## src/hdl/chte_ram.sv

```systemverilog
// Generic single-write, single-read RAM with registered read data.
module chte_ram #(
    parameter int WIDTH = 8,
    parameter int DEPTH = 256,
    localparam int AW = (DEPTH > 1) ? $clog2(DEPTH) : 1
) (
    input  logic             aclk,
    input  logic             we,
    input  logic [AW-1:0]    waddr,
    input  logic [WIDTH-1:0] wdata,
    input  logic [AW-1:0]    raddr,
    output logic [WIDTH-1:0] rdata
);

    logic [WIDTH-1:0] mem [DEPTH];

    always_ff @(posedge aclk) begin
        if (we) begin
            mem[waddr] <= wdata;
        end
        rdata <= mem[raddr];
    end

endmodule

```

## config.mk

```make
export PLATFORM = sky130hd
export DESIGN_NAME = chte_ram
export DESIGN_NICKNAME = d
export VERILOG_FILES = /design/src/hdl/chte_ram.sv
export SDC_FILE = /design/constraint.sdc
export NUM_CORES = 2
export LEC_CHECK = 0
export BUFFER_PORTS_ARGS = -buffer_cell sky130_fd_sc_hd__buf_2
export CORE_MARGIN = 2
export CORE_UTILIZATION = 50
export DETAILED_ROUTE_END_ITERATION = 6
export PLACE_DENSITY = 0.78
export SYNTH_ARGS = -nofsm -noshare
export SYNTH_HDL_FRONTEND = slang
export SYNTH_SLANG_ARGS = --single-unit
export TNS_END_PERCENT = 1
```

## constraint.sdc

```tcl
create_clock -name aclk -period 2.1 [get_ports aclk]
set_clock_uncertainty 0.2 [all_clocks]
set_input_delay 0.105 -clock aclk [delete_from_list [all_inputs] [get_ports aclk]]
set_output_delay 0.105 -clock aclk [all_outputs]
set_load 0.02 [all_outputs]
```

== Word level (Yosys, flattened, before mapping) ==
Memory sizes are Yosys's and may differ from the RTL's. A register that Yosys moved wholly into a read port is not among the register bits.
Index checks and enable logic that the tools add are counted.
Widths: inputs -> output; s select.

* Bits in writable memories: 2,048
* Output and inout port bits: 8
* Logic and storage cells: 3
* Register bits: 0
* Memories: 1

{| class="wikitable"
|+ Memories
! memory !! depth !! width !! read ports !! clocked after Yosys merged registers in !! wr ports !! RTL line !! text
|-
| mem || 256 || 8 || 1 || 1 || 1 || 15 || <nowiki>logic [WIDTH-1:0] mem [DEPTH];</nowiki>
|}

* Muxes and demuxes: 2

{| class="wikitable"
|+ Operators with widths
! operator !! count
|-
| $mux 1 || 2
|}

== Logic depth before layout (Yosys ltp) ==
* Depth in word-level cells: 2
* Mapped depth: 11
* Gate-level depth less buffers: 6

== Worst setup path after synthesis ==
No wires, ideal clock.

* Path kind: input -> register
* From: input port raddr[0]
* To: register rdata[2] (read register of mem)
* Arrival: 1.912 ns
* Path slack: -0.143 ns
* Stages: 9
* Library setup time: 0.131 ns
* Required time: 1.769 ns
* Path through: buf_6 -> buf_12 -> buf_8 -> buf_2 -> mux4_2 -> a22oi_1 -> a21oi_1 -> nor4_1 -> nor4_2

{| class="wikitable"
|+ RTL lines
! what !! RTL line !! text
|-
| from (decl) || 11 || <nowiki>input logic [AW-1:0] raddr,</nowiki>
|-
| to (decl) || 12 || <nowiki>output logic [WIDTH-1:0] rdata</nowiki>
|}

==> metrics.txt <==
vias in the first global route=43190; syn_nets=3759; run status=complete, but fails checks; Mean Syn Cell Area=21.31 µm²; crit path kind=reg2reg; clock latency on the worst-skew pair=850 ps; drt wl/cell=30.64 µm; Worst Path Max Fanout=1; pin count of the biggest net entering global routing=101; Ys Warns=0; WHS=115.9 ps; RR Startpoint=mem[24][3]; cell taking the most area after synthesis=edfxtp_1; Vias/cell=6.390; routability congestion estimate=0.9152; Total GRT Usage=0.2530; Rel. slew slack=0.4874; grt total ovfl=0; register area share after synthesis=0.7750; share of cells above drive strength 1=0.3360; vias=42880; pre-CTS WS=-1254 ps; Final Hold Vio Count=0; Rows=146; IR drop worst, VDD=0.7654 mV; Die Span X=402.9 µm; register bit total from synthesis=2056; first-pass GRT wire length=297.9 mm; initial antenna violation count=8; clk slew on worst S/H paths=70 ps; H-tree Lvls=4; Setup crit start kind=register; Highest Clock Rate=406.5 MHz; fin util=0.5963; post-route ant nets=0; CTS tree=done; top cells by area, synth=edfxtp_1 77%, mux4_2 13%, mux2i_1 1.7%, nor2_1 1.3%, a22oi_1 1.3%; CP Launch Point=mem[24][3]; synthesized cell area=0.07956 mm²; Post-synth top flop=edfxtp_1; port bufs=33; Die ar.=0.1623 mm²; Routed WL=205.6 mm; post-CTS setup buffers=0; CTS max path bufs=3; failing checks=negative setup slack; Nets=4493; Worst-Margin Slew=768.9 ps; CTS Sinks=2056; fin crit share=1.172; Final min period=2460 ps; number of synthesized flops with an enable pin=2048; initial DRC count=7005; Final Total Pwr=84590 µW; CP required=2620 ps; clk root buf=clkbuf_16; Worst setup EP type=register; Hold Crit Depth=2; post-synth cell types=55; Core Region=0.1582 mm²; DR pass1 iterations=7; final setup fails=8; # DRC=0; Max-cap violations=0; Power Dens Cells=896.7 mW/mm²; HPWL after DPL=127.6 mm; Yosys top cell area share=0.7730; leakage=0.03069 µW; WP data arrival=2980 ps; RSZ-0062 raised after global routing=yes; CTS Buf Count=192; Initial Util=0.5029; r2r worst-path depth=6; final setup TNS=-2375 ps; async set or reset register ratio after synthesis=0; hold_sp=wdata[2]; Top-Level Pins=34; area grow syn2layout=18.58%; Worst Hold Class=in2reg; worst setup margin=-360.2 ps; Cells after Synth=3733; Die Ht=402.9 µm; Slew Limit Fails=0
## cells in the mapped netlist (all sizes together) (2+ instances only)
cell type	number
o22ai	28
and3b	2
o211ai	10
a22o	8
and2	6
a31oi	2
a221oi	14
nor2	282
a211oi	16
nand2b	8
edfxtp	2048
a311oi	2
mux4	456
mux2i	134
o21ai	12
o32ai	5
clkbuf	111
o22a	5
dfxtp	8
nand3b	2
nor2b	31
nor3	22
a21oi	96
a22oi	133
a2111oi	5
nand2	33
nor4	27
nand4	10
o221ai	47
buf	122
nand3	34
or2	4
## worst paths after layout
kind | endpoint | slack, ps
worst max-delay path | rdata[3] | -360
worst min-delay path | mem[58][2] | 120
worst max register to register | rdata[3] | -360
worst min register to register | rdata[3] | 890
## flip-flops by register name, indices dropped and copies added, names as in the netlist
register / flops
rdata: 8
mem: 2048
## where the power goes
part / total [µW] / internal (µW) / switching (µW)
sequential: 45300 / 45200 / 108
clock: 34300 / 19200 / 15100
combinational: 4930 / 1990 / 2940
total: 84600 / 66400 / 18200
## logic make-up (layout without fill, tap and decap cells)
logic type	count (synthesis)	in the layout	synth area share
compound gates	385	385	0.03419
buf+inv	235	1133	0.01831
flops	2056	2056	0.7750
mux	591	591	0.1462
other cells	0	7	0
simple gates	466	466	0.02628
## metal layers
layer / part of all wire / vias to the layer above / wire length, µm / track usage
met4: 0.049 / 6 / 9982 / 0.1167
met1: 0.36 / 22070 / 73170 / 0.3386
met3: 0.12 / 564 / 23910 / 0.05532
li1: - / 17170 / - / -
met5: 0.00026 / - / 53 / 0
met2: 0.48 / 3069 / 98470 / 0.4010
## layout make-up
cell class                 instances  area [µm²]
sequential                      2056       61660
inverter                           2       7.507
tap                             2072        2592
clock inverter                   111        1087
fill                           10470       63860
clock buffer                     247        5124
antenna                            7       17.52
multi-input combinational       1442       16900
timing repair buffer             773        6949
## through the flow
stage / cells / cell area [µm²]
after floorplan: 3733 / 79840
after global placement: 6327 / 87540
after detailed placement: 6327 / 87540
after CTS: 6704 / 94110
after global routing: 6704 / 94320
final: 6710 / 94340
## cell usage in the layout, fill, tap and decap left out, drive strengths merged, types with 34 or more instances in the layout
master,count
edfxtp,2048
buf,746
mux4,456
nor2,282
clkbuf,255
mux2i,134
a22oi,133
a21oi,96
clkinv,80
o221ai,47
nand3,34
## worst max-delay path, stage by stage (launching register included)
cell and delay [ps]:
edfxtp_1 360, mux4_2 490, a22o_1 260, a221oi_2 350, o221ai_4 230, a211oi_4 370
nor4_2 70
## what timing repair did
item                                    CTS  global route
pin swaps                                10            17
setup endpoints to repair                 8             8
resized for setup                        33            34
endpoints found under the hold margin  2934             0
hold buffers                             19             0
Power figures use the tool's default switching activity.
